### src/rtl/assert_macros.svh
// Assertion macros used by the top level of the frame parser.
`ifndef ASSERT_MACROS_SVH
`define ASSERT_MACROS_SVH

// A property that must hold at every clock edge outside reset.
`define ASSERT_HOLDS(lbl, prop, msg) \
  lbl: assert property (@(posedge clk) disable iff (rst) (prop)) else $error(msg);

// A condition that must be followed by another one in the next cycle.
`define ASSERT_NEXT(lbl, ante, cons, msg) \
  lbl: assert property (@(posedge clk) disable iff (rst) (ante) |=> (cons)) else $error(msg);

`endif

### src/rtl/wsfp_pkg.sv
// Types, constants and helper functions of the WebSocket frame parser.
`timescale 1ns / 1ps

package wsfp_pkg;

  typedef enum logic [2:0] {
    PH_HDR0,
    PH_HDR1,
    PH_EXTLEN,
    PH_MASKKEY,
    PH_PAYLOAD,
    PH_HALTED
  } phase_t;

  localparam logic [1:0] ST_COMPLETE = 2'd0;
  localparam logic [1:0] ST_FRAGMENT = 2'd1;
  localparam logic [1:0] ST_BADOP    = 2'd2;
  localparam logic [1:0] ST_TOOLONG  = 2'd3;

  localparam logic [6:0] LEN_CODE_MAX_SHORT = 7'd125;
  localparam logic [6:0] LEN_CODE_16       = 7'd126;
  localparam logic [6:0] LEN_CODE_64       = 7'd127;

  localparam logic [3:0] EXT_BYTES_16 = 4'd2;
  localparam logic [3:0] EXT_BYTES_64 = 4'd8;

  localparam int         CFG_ADDR_W    = 3;
  localparam logic [0:0] REG_MAX_LEN   = 1'b0;
  localparam logic [31:0] MAX_LEN_RESET = 32'd10485760;

  typedef struct packed {
    logic [7:0] stream_byte;
  } byte_item_t;

  typedef struct packed {
    logic [7:0]  payload_byte;
    logic        has_byte;
    logic        frame_end;
    logic [1:0]  frame_status;
    logic [3:0]  frame_opcode;
    logic [31:0] decoded_length;
  } result_item_t;

  function automatic logic opcode_bad(input logic [3:0] op);
    return ((op >= 4'd3) && (op <= 4'd7)) || (op >= 4'd11);
  endfunction

  function automatic logic [1:0] end_status(input logic [3:0] op, input logic fin);
    logic [1:0] st;
    if (opcode_bad(op)) begin
      st = ST_BADOP;
    end else if ((op <= 4'd2) && !fin) begin
      st = ST_FRAGMENT;
    end else begin
      st = ST_COMPLETE;
    end
    return st;
  endfunction

endpackage

### src/rtl/wsfp_cfg.sv
// APB register block holding the largest accepted 64-bit-form frame length.
`timescale 1ns / 1ps

module wsfp_cfg import wsfp_pkg::*; (
  input  logic                  clk,
  input  logic                  rst,
  input  logic                  psel,
  input  logic                  penable,
  input  logic                  pwrite,
  input  logic [CFG_ADDR_W-1:0] paddr,
  input  logic [31:0]           pwdata,
  output logic [31:0]           prdata,
  output logic                  pready,
  output logic [31:0]           max_len
);

  logic reg_sel;
  logic wr_en;

  assign pready  = 1'b1;
  assign reg_sel = (paddr[CFG_ADDR_W-1:2] == REG_MAX_LEN);
  assign wr_en   = psel && penable && pwrite && pready && reg_sel;
  assign prdata  = reg_sel ? max_len : 32'd0;

  always_ff @(posedge clk) begin
    if (rst) begin
      max_len <= MAX_LEN_RESET;
    end else if (wr_en) begin
      max_len <= pwdata;
    end
  end

endmodule
### config.mk
export PLATFORM = sky130hd
export DESIGN_NAME = wsfp_cfg
export DESIGN_NICKNAME = d
export VERILOG_FILES = /design/src/rtl/assert_macros.svh /design/src/rtl/wsfp_pkg.sv /design/src/rtl/wsfp_cfg.sv
export SDC_FILE = /design/constraint.sdc
export NUM_CORES = 1
export LEC_CHECK = 0
export ABC_AREA = 1
export BUFFER_PORTS_ARGS = -buffer_cell sky130_fd_sc_hd__buf_2
export CELL_PAD_IN_SITES_DETAIL_PLACEMENT = 1
export CELL_PAD_IN_SITES_GLOBAL_PLACEMENT = 2
export CORE_UTILIZATION = 20
export CTS_CLUSTER_SIZE = 16
export DETAILED_ROUTE_END_ITERATION = 7
export GPL_ROUTABILITY_DRIVEN = 0
export PLACE_DENSITY = 0.77
export SLEW_MARGIN = 20
export SYNTH_ARGS = -nofsm -noshare
export SYNTH_HDL_FRONTEND = slang
export SYNTH_SLANG_ARGS = --single-unit
### constraint.sdc
create_clock -name clk -period 1.02 [get_ports clk]
set_input_delay 0.153 -clock clk [delete_from_list [all_inputs] [get_ports clk]]
set_output_delay 0.153 -clock clk [all_outputs]
set_load 0.1 [all_outputs]
==> metrics <==
FP Rows=33; DR vias=2144; Buffers on Ports=101; wirelength, routed=6630 um; initial core utilization=20.8%; CP Max Fanout=3; clock tree buffer depth=2; I/O Pins=105; antenna violations before repair=0; Yosys reg bits=32; post-route setup TNS=-3.66 ns; Final #Nets=460; outcome=finished with violations; reg-to-reg setup timing slack=0.16 ns; FMAX=0.884 GHz; sequential cell area fraction in the yosys report=37.1%; core area=8300 sq um; Area Overhead vs Synth=146%; LEAKAGE=1.89 nW; Avg WL per Cell=12.6 um; Final Hold Fails=0; Setup CP Type=reg2out; Placed Area=3720 sq um; first-pass GRT wire length=10800 um; Max Cap Viol=0; CTS sink cnt=32; max reg flops=32; Synth Net Count=319; Final Setup Violations=63; CP endpoint kind=primary output; Final WS setup=-0.111 ns; Finished Cell Area=4240 sq um; maximum vdd drop=438 uV; Critical Path Start Type=flip-flop; largest net degree at the start of global routing=33; antenna viol nets, final=0; hold crit path type=in2reg; ant diodes=0; Post-Syn Instances=279; Remaining Overflow, GRT=0; full die area=9010 sq um; crit-path cells=inv_4 > nor2_4 > buf_12; Tcrit/Tclk final=111%; CP delay by family, top=flip-flops; power per cell area=871 nW/um^2; hpwl dp=4490 um; failing checks=setup timing; TritonCTS clock tree=yes; CP required=0.87 ns; Final Critical Period=1.13 ns; CP max stage cell=dfxtp_4; largest stage delay on the critical path=0.38 ns; DIE HEIGHT=94.9 um; Mapped Avg Cell Area=6.19 sq um; warning count from the yosys run=0; hold buffers post-CTS=0; Pins Over Slew Limit=0; overall die width=94.9 um; synthesized area=1730 sq um; vias in the first global route=2284; Worst-Skew Late Latency=0.28 ns; layout cells sized above 1=65.3%; post-synth cell types=16; gr usage total=15.7%; RSZ-0062 raised after global routing=yes; DR DRC count=0; Detailed Routing Iterations Pass 1=4; Largest regs=max_len x32; DR iter-0 viols=23; Num CTS Buffers=5; htree depth=2; Clock Tree Root=clkbuf_8; CP bufs+invs=2; Top reg by flops=max_len; clk slew on worst S/H paths=0.07 ns; Vias/cell=4.08; clock skew=0 ns; critical path arrival=0.98 ns
path summary, 6_finish.rpt:
kind                       startpoint                       end  cells after the start
max          max_len[31]$_SDFFE_PP0P_                prdata[31]                      3
min                        pwdata[21]  max_len[21]$_SDFFE_PP1P_                      3
min reg2reg   max_len[9]$_SDFFE_PP0P_   max_len[9]$_SDFFE_PP0P_                      2
max reg2reg  max_len[19]$_SDFFE_PP0P_  max_len[19]$_SDFFE_PP0P_                      4
timing repair:
item                       in CTS  in global routing
buffers inserted               36                  6
resized for setup              30                  4
setup endpoints to repair      32                 63
pin swaps                      24                  8
logic make-up after synthesis:
group,share of synthesized area (%)
and+or+nand+nor,41.7
buffers and inverters,20.9
DFF,37.1
other,0.217
cell usage after synthesis, drive strengths merged:
| library cell | instances | area [sq um] |
|---|---|---|
| buf | 13 | 97.6 |
| clkbuf | 4 | 15.0 |
| clkinv | 1 | 5.00 |
| conb | 1 | 3.75 |
| dfxtp | 32 | 641 |
| inv | 65 | 244 |
| nand2 | 37 | 149 |
| nand3 | 32 | 160 |
| nor2 | 94 | 412 |
worst register-to-register path: cells and delay by family (launching register included):
family                 cells  cell delay (ns)
buffers and inverters      2             0.26
flip-flops                 1             0.35
AND/OR/NAND/NOR            2             0.15
per-stage QoR:
stage	setup slack, ns	utilization [%]	cells	hold WS (ns)	power (mW)
after floorplan	-0.237	-	279	0.278	2.19
after global placement	0.0147	44.9	476	0.373	2.67
after detailed placement	-0.0198	44.9	476	0.393	2.70
after CTS	-0.118	50.4	520	0.0938	3.74
after global routing	-0.148	51.1	526	0.101	3.88
final	-0.111	51.1	526	0.104	3.70
cell usage in the layout (no fill, tap or decap):
cell type  synthesis  layout
clkinv_1           0       1
nor2_8             1       1
inv_2              0      29
nand2_1           35      35
nand2_2            1       1
clkinv_2           1       3
nor2_2            17      17
buf_12             0      71
nor2_1            76      44
nor2_4             0      32
clkbuf_8           0       5
buf_4              4      13
conb_1             1       1
inv_1             65      33
nand2_4            1       1
dfxtp_4            0      32
buf_6              4      31
nand3_1           32      32
inv_4              0       3
buf_2              3      36
where the power goes:
group / total, mW / switching [mW] / internal [mW]
registers: 1.29 / 0.0459 / 1.24
clock network: 0.922 / 0.460 / 0.462
logic: 1.49 / 0.926 / 0.562
total: 3.70 / 1.43 / 2.27
final cells by class:
type | instances | area (sq um)
flip-flops and latches | 32 | 761
clock buffers | 5 | 68.8
well taps | 105 | 131
fillers | 952 | 4060
repair buffers | 151 | 2050
clock inverters | 3 | 13.8
inverters | 66 | 256
multi-input cells | 164 | 965
layer usage:
metal / global-route usage, % / share of wire, % / wire (um) / vias up
li1: - / - / - / 1075
met1: 18.0 / 40 / 2670 / 995
met2: 28.9 / 53 / 3530 / 68
met3: 3.78 / 5.4 / 358 / 6
met4: 3.79 / 0.95 / 63 / 0
met5: 0 / 0 / 0 / -
Note: power is estimated with default switching activity, not from simulation.
